## src/rtl/core/tfcd_pkg.sv

```systemverilog
// Shared constants and types of the typed frame checksum deframer.
package tfcd_pkg;

   localparam int unsigned MAX_PAYLOAD_DEF = 32;
   localparam int unsigned MAX_FRAME_LEN   = 32;

   localparam int unsigned BYTE_W = 8;
   localparam int unsigned LEN_W  = 6;
   localparam int unsigned KIND_W = 3;
   localparam int unsigned POS_W  = 5;

   localparam logic [LEN_W-1:0] MOTOR_LEN_RST  = 6'd5;
   localparam logic [LEN_W-1:0] STATUS_LEN_RST = 6'd22;

   // type characters
   localparam logic [BYTE_W-1:0] CHAR_X = 8'h58;
   localparam logic [BYTE_W-1:0] CHAR_Y = 8'h59;
   localparam logic [BYTE_W-1:0] CHAR_L = 8'h4C;
   localparam logic [BYTE_W-1:0] CHAR_F = 8'h46;
   localparam logic [BYTE_W-1:0] CHAR_S = 8'h53;

   // frame kinds
   localparam logic [KIND_W-1:0] KIND_X_MOTOR  = 3'd0;
   localparam logic [KIND_W-1:0] KIND_Y_MOTOR  = 3'd1;
   localparam logic [KIND_W-1:0] KIND_CAM_MOTOR = 3'd2;
   localparam logic [KIND_W-1:0] KIND_FLT_MOTOR = 3'd3;
   localparam logic [KIND_W-1:0] KIND_STATUS   = 3'd4;

   typedef enum logic [0:0] {
      CSR_MOTOR_LEN  = 1'b0,
      CSR_STATUS_LEN = 1'b1
   } csr_index_type;

   typedef struct packed {
      logic start;
      logic take;
      logic emit_read;
      logic emit_next;
   } dp_cmd_type;

   typedef struct packed {
      logic type_hit;
      logic data_last;
      logic sum_match;
      logic emit_last;
   } dp_status_type;

endpackage

```

## src/rtl/core/tfcd_ram.sv

```systemverilog
// Generic single-port-write, single-port-read RAM with registered read data.
module tfcd_ram #(
   parameter int unsigned WIDTH = tfcd_pkg::BYTE_W,
   parameter int unsigned DEPTH = tfcd_pkg::MAX_FRAME_LEN
) (
   input  logic                     clock,
   input  logic                     wr_en,
   input  logic [$clog2(DEPTH)-1:0] wr_addr,
   input  logic [WIDTH-1:0]         wr_data,
   input  logic                     rd_en,
   input  logic [$clog2(DEPTH)-1:0] rd_addr,
   output logic [WIDTH-1:0]         rd_data
);

   logic [WIDTH-1:0] mem_ff [DEPTH];
   logic [WIDTH-1:0] rd_data_ff;

   always_ff @(posedge clock) begin
      if (wr_en) begin
         mem_ff[wr_addr] <= wr_data;
      end
      if (rd_en) begin
         rd_data_ff <= mem_ff[rd_addr];
      end
   end

   assign rd_data = rd_data_ff;

endmodule

```

## src/rtl/core/tfcd_datapath.sv

```systemverilog
// Datapath: length registers, type decode, running sum, byte counter and payload store.
module tfcd_datapath #(
   parameter int unsigned MAX_PAYLOAD = tfcd_pkg::MAX_PAYLOAD_DEF
) (
   input  logic                        clock,
   input  logic                        reset,
   input  logic                        csr_write,
   input  logic [0:0]                  csr_index,
   input  logic [tfcd_pkg::LEN_W-1:0]  csr_data,
   input  logic [tfcd_pkg::BYTE_W-1:0] req_data,
   input  tfcd_pkg::dp_cmd_type        cmd,
   output tfcd_pkg::dp_status_type     status,
   output logic [tfcd_pkg::KIND_W-1:0] rsp_kind,
   output logic [tfcd_pkg::BYTE_W-1:0] rsp_byte,
   output logic [tfcd_pkg::POS_W-1:0]  rsp_pos,
   output logic                        rsp_last
);

   localparam int unsigned DEPTH = (MAX_PAYLOAD < tfcd_pkg::MAX_FRAME_LEN) ?
                                   MAX_PAYLOAD : tfcd_pkg::MAX_FRAME_LEN;
   localparam int unsigned AW = $clog2(DEPTH);
   localparam logic [tfcd_pkg::LEN_W-1:0] LEN_CAP = tfcd_pkg::LEN_W'(DEPTH);

   logic [tfcd_pkg::LEN_W-1:0]  motor_len_ff,  motor_len_in;
   logic [tfcd_pkg::LEN_W-1:0]  status_len_ff, status_len_in;
   logic [tfcd_pkg::LEN_W-1:0]  len_ff,  len_in;
   logic [tfcd_pkg::KIND_W-1:0] kind_ff, kind_in;
   logic [tfcd_pkg::BYTE_W-1:0] sum_ff,  sum_in;
   logic [tfcd_pkg::LEN_W-1:0]  cnt_ff,  cnt_in;

   logic                        type_hit;
   logic [tfcd_pkg::KIND_W-1:0] type_kind;
   logic [tfcd_pkg::LEN_W-1:0]  raw_len;
   logic [tfcd_pkg::LEN_W-1:0]  eff_len;
   logic [tfcd_pkg::LEN_W:0]    cnt_inc;

   // configuration writes
   always_comb begin
      motor_len_in  = motor_len_ff;
      status_len_in = status_len_ff;
      if (csr_write) begin
         unique case (tfcd_pkg::csr_index_type'(csr_index))
            tfcd_pkg::CSR_MOTOR_LEN:  motor_len_in  = csr_data;
            tfcd_pkg::CSR_STATUS_LEN: status_len_in = csr_data;
            default: ;
         endcase
      end
   end

   // type character decode
   always_comb begin
      type_hit  = 1'b1;
      type_kind = tfcd_pkg::KIND_X_MOTOR;
      unique case (req_data)
         tfcd_pkg::CHAR_X: type_kind = tfcd_pkg::KIND_X_MOTOR;
         tfcd_pkg::CHAR_Y: type_kind = tfcd_pkg::KIND_Y_MOTOR;
         tfcd_pkg::CHAR_L: type_kind = tfcd_pkg::KIND_CAM_MOTOR;
         tfcd_pkg::CHAR_F: type_kind = tfcd_pkg::KIND_FLT_MOTOR;
         tfcd_pkg::CHAR_S: type_kind = tfcd_pkg::KIND_STATUS;
         default:          type_hit  = 1'b0;
      endcase
   end

   // zero length acts as one, oversize length clamps to the store depth
   always_comb begin
      raw_len = (type_kind == tfcd_pkg::KIND_STATUS) ? status_len_ff : motor_len_ff;
      if (raw_len == '0) begin
         eff_len = tfcd_pkg::LEN_W'(1);
      end else if (raw_len > LEN_CAP) begin
         eff_len = LEN_CAP;
      end else begin
         eff_len = raw_len;
      end
   end

   assign cnt_inc = {1'b0, cnt_ff} + (tfcd_pkg::LEN_W+1)'(1);

   always_comb begin
      status.type_hit  = type_hit;
      status.data_last = cnt_inc >= {1'b0, len_ff};
      status.sum_match = sum_ff == req_data;
      status.emit_last = cnt_inc == {1'b0, len_ff};
   end

   always_comb begin
      len_in  = len_ff;
      kind_in = kind_ff;
      sum_in  = sum_ff;
      cnt_in  = cnt_ff;
      if (cmd.start) begin
         len_in  = eff_len;
         kind_in = type_kind;
         sum_in  = '0;
         cnt_in  = '0;
      end else if (cmd.take) begin
         sum_in = sum_ff + req_data;
         cnt_in = status.data_last ? '0 : cnt_inc[tfcd_pkg::LEN_W-1:0];
      end else if (cmd.emit_next) begin
         cnt_in = cnt_inc[tfcd_pkg::LEN_W-1:0];
      end
   end

   always_ff @(posedge clock) begin
      if (reset) begin
         motor_len_ff  <= tfcd_pkg::MOTOR_LEN_RST;
         status_len_ff <= tfcd_pkg::STATUS_LEN_RST;
         len_ff        <= '0;
         kind_ff       <= '0;
         sum_ff        <= '0;
         cnt_ff        <= '0;
      end else begin
         motor_len_ff  <= motor_len_in;
         status_len_ff <= status_len_in;
         len_ff        <= len_in;
         kind_ff       <= kind_in;
         sum_ff        <= sum_in;
         cnt_ff        <= cnt_in;
      end
   end

   tfcd_ram #(
      .WIDTH (tfcd_pkg::BYTE_W),
      .DEPTH (DEPTH)
   ) u_store (
      .clock   (clock),
      .wr_en   (cmd.take),
      .wr_addr (cnt_ff[AW-1:0]),
      .wr_data (req_data),
      .rd_en   (cmd.emit_read),
      .rd_addr (cnt_ff[AW-1:0]),
      .rd_data (rsp_byte)
   );

   assign rsp_kind = kind_ff;
   assign rsp_pos  = cnt_ff[tfcd_pkg::POS_W-1:0];
   assign rsp_last = status.emit_last;

endmodule

```

## src/rtl/core/tfcd_ctrl.sv

```systemverilog
// Controller: frame receive phases and drain sequencing of the payload store.
module tfcd_ctrl (
   input  logic                    clock,
   input  logic                    reset,
   input  logic                    req_valid,
   output logic                    req_ready,
   output logic                    rsp_valid,
   input  logic                    rsp_ready,
   input  tfcd_pkg::dp_status_type status,
   output tfcd_pkg::dp_cmd_type    cmd
);

   typedef enum logic [2:0] {
      ST_IDLE,
      ST_DATA,
      ST_SUM,
      ST_READ,
      ST_HOLD
   } state_type;

   state_type state_ff;
   logic      rsp_valid_ff;
   logic      accept;

   assign req_ready = (state_ff == ST_IDLE) || (state_ff == ST_DATA) || (state_ff == ST_SUM);
   assign accept    = req_valid && req_ready;
   assign rsp_valid = rsp_valid_ff;

   always_comb begin
      cmd.start     = (state_ff == ST_IDLE) && accept && status.type_hit;
      cmd.take      = (state_ff == ST_DATA) && accept;
      cmd.emit_read = (state_ff == ST_READ);
      cmd.emit_next = (state_ff == ST_HOLD) && rsp_ready && !status.emit_last;
   end

   always_ff @(posedge clock) begin
      if (reset) begin
         state_ff     <= ST_IDLE;
         rsp_valid_ff <= 1'b0;
      end else begin
         unique case (state_ff)
            ST_IDLE: begin
               if (accept && status.type_hit) begin
                  state_ff <= ST_DATA;
               end
            end
            ST_DATA: begin
               if (accept && status.data_last) begin
                  state_ff <= ST_SUM;
               end
            end
            ST_SUM: begin
               if (accept) begin
                  state_ff <= status.sum_match ? ST_READ : ST_IDLE;
               end
            end
            ST_READ: begin
               state_ff     <= ST_HOLD;
               rsp_valid_ff <= 1'b1;
            end
            ST_HOLD: begin
               if (rsp_ready) begin
                  rsp_valid_ff <= 1'b0;
                  state_ff     <= status.emit_last ? ST_IDLE : ST_READ;
               end
            end
            default: begin
               state_ff     <= ST_IDLE;
               rsp_valid_ff <= 1'b0;
            end
         endcase
      end
   end

   a_valid_only_in_hold: assert property (@(posedge clock) disable iff (reset)
      rsp_valid_ff |-> (state_ff == ST_HOLD))
      else $error("result valid outside hold state");

   a_no_input_while_emitting: assert property (@(posedge clock) disable iff (reset)
      req_ready |-> !rsp_valid_ff)
      else $error("input taken while a result is pending");

   a_mismatch_to_idle: assert property (@(posedge clock) disable iff (reset)
      ((state_ff == ST_SUM) && accept && !status.sum_match) |=> (state_ff == ST_IDLE))
      else $error("checksum mismatch did not return to idle");

   a_last_to_idle: assert property (@(posedge clock) disable iff (reset)
      ((state_ff == ST_HOLD) && rsp_ready && status.emit_last) |=>
         ((state_ff == ST_IDLE) && !rsp_valid_ff))
      else $error("frame drain did not end after last word");

endmodule

```

## src/rtl/core/typed_frame_checksum_deframer.sv

```systemverilog
// Top level of the typed frame checksum deframer: ports, controller and datapath.
// After the checksum word is taken, the first payload word is offered once its store read is registered.
// Throughput: one received word per cycle while a frame arrives; each payload word of a verified
// frame is drained as a registered store read, then an output hold until it is taken,
// and no input word is taken until the last payload word has been accepted.
// Reset (synchronous, active high): back to idle, lengths restored to 5 and 22; store kept.
module typed_frame_checksum_deframer #(
   parameter int unsigned MAX_PAYLOAD = tfcd_pkg::MAX_PAYLOAD_DEF
) (
   input  logic        clock,
   input  logic        reset,

   // configuration write channel
   input  logic        csr_valid,
   output logic        csr_ready,
   input  logic [0:0]  csr_index,
   input  logic [5:0]  csr_data,

   // received words
   input  logic        req_tvalid,
   output logic        req_tready,
   input  logic [7:0]  req_tdata,   // [7:0] rx_byte

   // verified payload words
   output logic        rsp_tvalid,
   input  logic        rsp_tready,
   output logic [15:0] rsp_tdata,   // [7:0] payload_byte, [12:8] byte_position, rest zero
   output logic [2:0]  rsp_tuser,   // [2:0] frame_kind
   output logic        rsp_tlast    // frame_end
);

   tfcd_pkg::dp_cmd_type    cmd;
   tfcd_pkg::dp_status_type status;

   logic [tfcd_pkg::KIND_W-1:0] rsp_kind;
   logic [tfcd_pkg::BYTE_W-1:0] rsp_byte;
   logic [tfcd_pkg::POS_W-1:0]  rsp_pos;
   logic                        rsp_last;

   // the frame length is latched at the type word, so take every write at once
   assign csr_ready = 1'b1;

   tfcd_ctrl u_ctrl (
      .clock     (clock),
      .reset     (reset),
      .req_valid (req_tvalid),
      .req_ready (req_tready),
      .rsp_valid (rsp_tvalid),
      .rsp_ready (rsp_tready),
      .status    (status),
      .cmd       (cmd)
   );

   tfcd_datapath #(
      .MAX_PAYLOAD (MAX_PAYLOAD)
   ) u_datapath (
      .clock     (clock),
      .reset     (reset),
      .csr_write (csr_valid && csr_ready),
      .csr_index (csr_index),
      .csr_data  (csr_data),
      .req_data  (req_tdata),
      .cmd       (cmd),
      .status    (status),
      .rsp_kind  (rsp_kind),
      .rsp_byte  (rsp_byte),
      .rsp_pos   (rsp_pos),
      .rsp_last  (rsp_last)
   );

   // pack the result word: payload byte low, position above, zero fill to 16 bits
   assign rsp_tdata = {3'b000, rsp_pos, rsp_byte};
   assign rsp_tuser = rsp_kind;
   assign rsp_tlast = rsp_last;

endmodule

```

## config.mk

```make
export PLATFORM = sky130hd
export DESIGN_NAME = typed_frame_checksum_deframer
export DESIGN_NICKNAME = d
export VERILOG_FILES = /design/src/rtl/core/tfcd_pkg.sv /design/src/rtl/core/tfcd_ram.sv /design/src/rtl/core/tfcd_datapath.sv /design/src/rtl/core/tfcd_ctrl.sv /design/src/rtl/core/typed_frame_checksum_deframer.sv
export SDC_FILE = /design/constraint.sdc
export NUM_CORES = 1
export LEC_CHECK = 0
export ABC_AREA = 1
export BUFFER_PORTS_ARGS = -buffer_cell sky130_fd_sc_hd__buf_4
export CAP_MARGIN = 20
export CORE_ASPECT_RATIO = 0.7
export CORE_MARGIN = 2
export CORE_UTILIZATION = 64
export DETAILED_ROUTE_END_ITERATION = 8
export GPL_TIMING_DRIVEN = 1
export PLACE_DENSITY = 0.79
export SYNTH_ARGS = -nofsm -noshare
export SYNTH_HDL_FRONTEND = slang
export SYNTH_SLANG_ARGS = --single-unit
export TNS_END_PERCENT = 100
```

## constraint.sdc

```tcl
create_clock -name clock -period 4.5 [get_ports clock]
set_clock_uncertainty 0.2 [all_clocks]
set_input_delay 0.45 -clock clock [delete_from_list [all_inputs] [get_ports clock]]
set_output_delay 0.45 -clock clock [all_outputs]
set_load 0.05 [all_outputs]
```

==> results of run 1 <==
-- worst register-to-register path, cell delays in order (launching register included) --
cell     delay [ps]
dfxtp_4         830
inv_4           520
ha_1            450
ha_1            290
nand3_1         100
nor2_1           50
nand2_1         100
nand2_2         100
o21ai_4         200
inv_2           100
o21ai_0         150
nor2_1           50
-- cells in the mapped netlist (all sizes together), types with 5 or more instances --
master  count  area, um^2
o21ai     157         812
o22ai      64         400
or2        11        68.8
nand4      20         125
a21oi      26         130
nand2     162         628
ha         17         213
nor3        8        70.1
nor2      208         807
edfxtp    264        7930
dfxtp      39         781
xor2        5        43.8
clkbuf     31         116
buf        25         174
inv        70         265
nand3      27         135
-- sequential cells by signal, summed over array words and instances, names as in the netlist, 6 cells and up --
signal,count
u_datapath.cnt_ff,6
u_datapath.u_store.mem_ff,256
u_datapath.motor_len_ff,6
u_datapath.u_store.rd_data,8
u_datapath.sum_ff,8
u_datapath.status_len_ff,6
u_datapath.len_ff,6
-- cells in the final DEF, fill, tap and decap left out, types with 4 or more instances in the layout --
| cell type | synthesis | final |
|---|---|---|
| xor2_1 | 5 | 5 |
| clkbuf_1 | 31 | 5 |
| clkbuf_16 | 0 | 29 |
| o22ai_1 | 64 | 64 |
| bufinv_16 | 0 | 4 |
| inv_1 | 66 | 65 |
| nand2_1 | 156 | 156 |
| or2_1 | 8 | 8 |
| buf_4 | 12 | 42 |
| nor3_2 | 6 | 6 |
| dlygate4sd3_1 | 0 | 7 |
| o21ai_0 | 108 | 108 |
| conb_1 | 2 | 4 |
| clkinv_2 | 0 | 4 |
| clkinv_1 | 1 | 6 |
| nor2_1 | 205 | 205 |
| nand3_1 | 27 | 27 |
| ha_1 | 17 | 17 |
| dfxtp_1 | 39 | 37 |
| edfxtp_1 | 264 | 264 |
| a21oi_1 | 26 | 26 |
| nand4_1 | 20 | 20 |
| o21ai_1 | 46 | 46 |
| nand2_2 | 5 | 5 |
-- power by group through the flow --
stage          clock network, mW  registers, mW  logic (mW)
4_1_cts                     2.45           3.20        1.21
5_1_grt                     2.55           3.21        1.36
2_1_floorplan                  0           3.23       0.892
3_3_place_gp                   0           3.26        1.18
3_5_place_dp                   0           3.26        1.21
6_report                    2.44           3.20        1.24
-- layout make-up --
class	instances	area share (%)
Timing Repair Buffer	50	2.85
Inverter	71	1.91
Tap cell	270	2.37
Multi-Input combinational cell	722	25.0
Sequential cell	303	61.2
Clock inverter	18	1.40
Clock buffer	34	5.23
-- how the worst min path moves through the flow --
stage	depth (start not counted)	end	from
global placement	2	u_datapath.len_ff[3]	u_datapath.len_ff[3]
global route	4	u_ctrl.rsp_valid	rsp_tready
CTS	3	u_datapath.motor_len_ff[2]	csr_index
detailed placement	2	u_datapath.status_len_ff[3]	u_datapath.status_len_ff[3]
finish	3	u_datapath.motor_len_ff[2]	csr_index
floorplan	2	u_datapath.len_ff[1]	u_datapath.len_ff[1]
-- kinds of logic (layout without fill, tap and decap cells) --
| kind of cell | count (synthesis) | in the layout | synth area share (%) |
|---|---|---|---|
| buf+inv | 127 | 173 | 4.36 |
| fa+ha+maj | 18 | 18 | 1.82 |
| simple gates | 438 | 438 | 14.4 |
| compound gates | 255 | 255 | 10.9 |
| other cells | 2 | 4 | 0.0586 |
| xor+xnor | 7 | 7 | 0.478 |
| flops | 303 | 303 | 67.9 |
-- per-layer routing --
layer,wire [um],vias up,share of wire (%),global-route usage [%]
met5,0,-,0,0
met4,670,0,2.2,7.79
met3,3290,62,11,5.70
met2,13600,530,45,43.1
met1,12600,4227,42,43.2
li1,-,4101,-,-
-- through the flow --
| step | total power [mW] | util, % | setup slack [ps] |
|---|---|---|---|
| 4_1_cts | 6.86 | 72.0 | 731 |
| 6_report | 6.88 | 72.1 | 686 |
| 3_5_place_dp | 4.47 | 66.8 | 1300 |
| 2_1_floorplan | 4.12 | - | 1770 |
| 5_1_grt | 7.12 | 72.1 | 528 |
| 3_3_place_gp | 4.44 | 66.8 | 1330 |
-- timing repair --
item,4_1_cts,5_1_grt
endpoints found under the setup margin,0,0
endpoints found under the hold margin,11,0
hold buffers,7,0
==> impl_metrics.py, run 1 <==
metrics = {
    "outcome": {
        "status": "complete, no violations",
    },
    "clocking": {
        "clk_pin_slew_worst_paths_ps": 70,
        "insertion_delay_ps": 550,
        "cts.sinks": 303,
        "postCtsSetupRepairBufs": 0,
        "cts_resized": 0,
        "numCtsBuffers": 28,
        "htree_levels": 1,
        "clockBufferDepth": 3,
        "ctsRootBufferMaster": "clkbuf_16",
        "cts_tree": "yes",
    },
    "sta": {
        "fmax_ghz": 0.262,
        "final_hold_viol_count": 0,
        "post-route-period-util_pct": 84.8,
        "rsz0062_at_grt": "false",
        "worst_pin_slew_ps": 874,
        "setup_tns_ps": 0,
        "layout_min_cycle_time_ps": 3810,
        "slew-limit-headroom_pct": 41.5,
        "setup_violations": 0,
        "drv_slew": 0,
        "whs_ps": 85.0,
    },
    "placed_design": {
        "dp_hpwl_um": 18000,
        "place.gp.congestion": 0.885,
        "io_buffers": 38,
        "place_area_um2": 13200,
        "placed_cells": 1408,
    },
    "pwr": {
        "vdd_ir_drop_max_uv": 491,
        "intPower_mw": 4.91,
        "static-leakage-power_nw": 5.09,
        "power_switching_mw": 1.97,
        "p_comb_share_pct": 18.0,
        "pwr-share-seq_pct": 46.5,
        "netSwitchingFraction_pct": 28.6,
        "p_per_area_nw_per_um2": 483,
        "pwr-share-clk_pct": 35.4,
    },
    "worst_setup_path": {
        "path_depth": 8,
        "max_stage_delay_ps": 830,
        "cp-endpoint": "rsp_tlast",
        "path_class": "flop to primary output",
        "critical_path.startpoint": "u_datapath.cnt_ff[0]",
        "worstPathRequired_ps": 3850,
        "cp-end-kind": "primary output",
        "crit_path_cell_trace": "inv_4 > ha_1 > ha_1 > nand3_1 > nor2_1 > nand2_1 > inv_1 > buf_4",
        "cp_slowest_cell": "dfxtp_4",
        "reg2regPathDepth": 11,
        "arrival_ps": 3160,
        "crit_buf_inv": 3,
        "startpoint_type": "flop",
        "cp_top_family": "flip-flops",
        "crit_fanout": 75,
        "worst_path_most_repeated_cell": "ha_1",
        "reg2reg_slack_ps": 1260,
        "reg2reg_from": "u_datapath.cnt_ff[0]",
        "r2r_end": "u_datapath.cnt_ff[1]",
    },
    "grt": {
        "antenna_found_initial": 1,
        "grt_pass1_vias": 8232,
        "grt_first_pass_wirelength_um": 46400,
        "overflow": 0,
        "grtUsageTotal_pct": 28.6,
        "grt_max_degree": 76,
    },
    "yosys": {
        "synth-edff-count": 264,
        "synthArstFlopShare_pct": 0,
        "synth_ff_type": "edfxtp_1",
        "ys_ff_latch": 303,
        "synth_cell_types": 41,
        "yosys_warnings": 0,
        "synth.cell_area_um2": 12800,
        "avgSynthCellArea_um2": 11.1,
        "syn_inst": 1150,
        "synth.yosys.seq_area_share_pct": 67.9,
    },
    "hold_path": {
        "hp-class": "input port to flop",
    },
    "detailed_routing": {
        "dr_total_vias": 8920,
        "ant_nets": 0,
        "drcViolationCount": 0,
        "first_pass_iters": 5,
        "vias_per_cell": 6.08,
        "drt_wl_total_um": 30200,
        "wl_per_cell_um": 20.6,
        "dr.first_iter.drc_count": 1493,
    },
    "floorplanning": {
        "start_util_pct": 64.9,
        "chipHeight_um": 122,
        "core.rowCount": 43,
        "coreArea_um2": 19700,
        "io_pins": 43,
        "dieArea_um2": 21200,
        "die_w_um": 173,
    },
    "final_layout": {
        "final_nets": 1214,
        "multi_input_area_um2": 3560,
        "layout.area.seq_um2": 8710,
        "drive_gt1_share_pct": 9.43,
        "fin_area_um2": 14200,
        "nFillCells": 1383,
        "areaGrowthSynthToFinish_pct": 11.0,
        "antennaDiodeCount": 0,
        "stdcell_count": 1468,
    },
    "flow_run": {
        "maxCapViolations": 0,
    },
}
Power figures use the tool's default switching activity.
==> run 2: changes to the inputs <==
Settings changed: CORE_UTILIZATION 64 to 56, PLACE_DENSITY 0.79 to 0.73.
Clock period 4.5 ns to 3.3 ns, I/O delays scaled along.
==> impl_metrics.py, run 2 (same netlist as run 1, synthesis figures left out) <==
metrics = {
    "grt": {
        "grt_max_degree": 66,
        "overflow": 0,
        "grt_first_pass_wirelength_um": 45800,
        "grt_pass1_vias": 8224,
        "grtUsageTotal_pct": 25.0,
        "antenna_found_initial": 0,
    },
    "floorplanning": {
        "io_pins": 43,
        "coreArea_um2": 22600,
        "die_w_um": 185,
        "core.rowCount": 46,
        "chipHeight_um": 131,
        "start_util_pct": 56.8,
        "dieArea_um2": 24100,
    },
    "final_layout": {
        "post-route-util_pct": 64.9,
        "drive_gt1_share_pct": 12.8,
        "top_register": "u_datapath.u_store.mem_ff",
        "fin_area_um2": 14700,
        "areaGrowthSynthToFinish_pct": 14.3,
        "largest_reg_flops": 256,
        "final_common_cell": "edfxtp_1",
        "final_cell_mix": "edfxtp_1, nor2_1, nand2_1, o21ai_0, buf_4",
        "layout.area.seq_um2": 8720,
        "nFillCells": 1761,
        "multi_input_area_um2": 3560,
        "final_nets": 1268,
        "antennaDiodeCount": 0,
    },
    "pwr": {
        "netSwitchingFraction_pct": 29.0,
        "p_comb_share_pct": 19.6,
        "power_switching_mw": 2.72,
        "intPower_mw": 6.65,
        "vdd_ir_drop_max_uv": 492,
        "pwr-share-clk_pct": 34.3,
        "static-leakage-power_nw": 5.36,
        "pwr-share-seq_pct": 46.1,
        "p_per_area_nw_per_um2": 640,
    },
    "detailed_routing": {
        "wl_per_cell_um": 19.3,
        "dr.first_iter.drc_count": 1038,
        "dr.max_layer_used": "met4",
        "drcViolationCount": 0,
        "first_pass_iters": 6,
        "drt_wl_total_um": 30100,
        "dr_total_vias": 8895,
        "met3_wirelength_um": 2750,
        "met2_length_um": 13700,
        "ant_nets": 0,
        "drt-met1-wl_um": 13100,
        "vias_per_cell": 5.69,
    },
    "sta": {
        "fmax_ghz": 0.329,
        "drv_slew": 0,
        "layout_min_cycle_time_ps": 3030,
        "final_hold_viol_count": 0,
        "slew-limit-headroom_pct": 49.1,
        "worst_pin_slew_ps": 760,
        "post-route-period-util_pct": 92.0,
        "setup_violations": 0,
        "setup_ws_ps": 265,
        "setup_tns_ps": 0,
        "rsz0062_at_grt": "false",
    },
    "worst_setup_path": {
        "reg2reg_from": "u_datapath.cnt_ff[2]",
        "crit_fanout": 12,
        "arrival_ps": 2500,
        "reg2reg_slack_ps": 660,
        "startpoint_type": "flop",
        "r2r_end": "u_datapath.u_store.mem_ff[23][3]",
        "worstPathRequired_ps": 2770,
        "cp-end-kind": "primary output",
        "reg2regPathDepth": 5,
        "path_class": "flop to primary output",
    },
    "placed_design": {
        "place_ws_ps": 581,
        "place_area_um2": 13600,
        "place.gp.congestion": 0.967,
        "io_buffers": 38,
        "dp_hpwl_um": 18700,
    },
    "hold_path": {
        "holdPathStages": 4,
        "hp-class": "input port to flop",
        "min_from": "csr_valid",
        "min_to": "u_datapath.motor_len_ff[2]",
    },
    "clocking": {
        "ctsRootBufferMaster": "clkbuf_16",
        "cts_tree": "yes",
        "numCtsBuffers": 29,
        "htree_levels": 1,
        "clk_pin_slew_worst_paths_ps": 70,
        "cts.sinks": 303,
        "insertion_delay_ps": 540,
        "clockBufferDepth": 3,
    },
    "outcome": {
        "status": "complete, no violations",
    },
    "flow_run": {
        "maxCapViolations": 0,
    },
}
==> run 2: final cells by class <==
type | instances | share of cell area [%]
timing repair buffer | 103 | 5.50
sequential | 303 | 59.5
clock buffer | 34 | 5.08
inverter | 71 | 1.85
clock inverter | 19 | 1.13
multi-input combinational | 722 | 24.3
tap | 312 | 2.66
==> run 2: worst max path at each step <==
stage / start / to / slack, ps / cells past startpoint
after floorplan: u_datapath.cnt_ff[0] / rsp_tlast / 690 / 10
after global placement: u_datapath.cnt_ff[1] / u_datapath.cnt_ff[1] / 630 / 15
after detailed placement: u_datapath.cnt_ff[1] / u_datapath.cnt_ff[1] / 580 / 15
after CTS: u_datapath.cnt_ff[1] / rsp_tlast / 70 / 12
after global routing: u_datapath.cnt_ff[1] / rsp_tlast / 60 / 12
final: u_datapath.cnt_ff[1] / rsp_tlast / 270 / 12
==> run 2: critical path, stage by stage (launching register included) <==
cell,delay (ps)
dfxtp_4,440
ha_1,230
nand2_1,80
nor2_1,150
a21oi_1,60
nand2_1,80
inv_1,50
ha_1,280
nand3_1,110
nor2_1,110
nand2_1,80
inv_1,70
buf_4,190
==> run 2: power by group through the flow <==
stage / combinational [mW] / clock, mW / sequential (mW)
finish: 1.84 / 3.21 / 4.33
global route: 2.00 / 3.38 / 4.33
CTS: 1.80 / 3.25 / 4.33
detailed placement: 1.78 / 0 / 4.41
global placement: 1.75 / 0 / 4.41
floorplan: 1.22 / 0 / 4.40
==> run 2: what timing repair did <==
| item | CTS | global route |
|---|---|---|
| setup buffers | 0 | 1 |
| endpoints found under the setup margin | 0 | 1 |
| hold buffers | 13 | 0 |
| resized for setup | 0 | 1 |
| hold endpoints to repair | 56 | 0 |
==> run 2: routing by layer <==
| layer | GRT usage, % | vias up |
|---|---|---|
| li1 | - | 4213 |
| met1 | 37.4 | 4265 |
| met2 | 38.7 | 370 |
| met3 | 4.57 | 47 |
| met4 | 5.88 | 0 |
| met5 | 0 | - |
==> run 2: stage by stage <==
step	cells	power, mW	hold slack, ps
global route	1564	9.72	48.7
floorplan	1152	5.62	199
global placement	1497	6.16	244
CTS	1563	9.38	23.2
finish	1564	9.38	43.0
detailed placement	1497	6.19	248
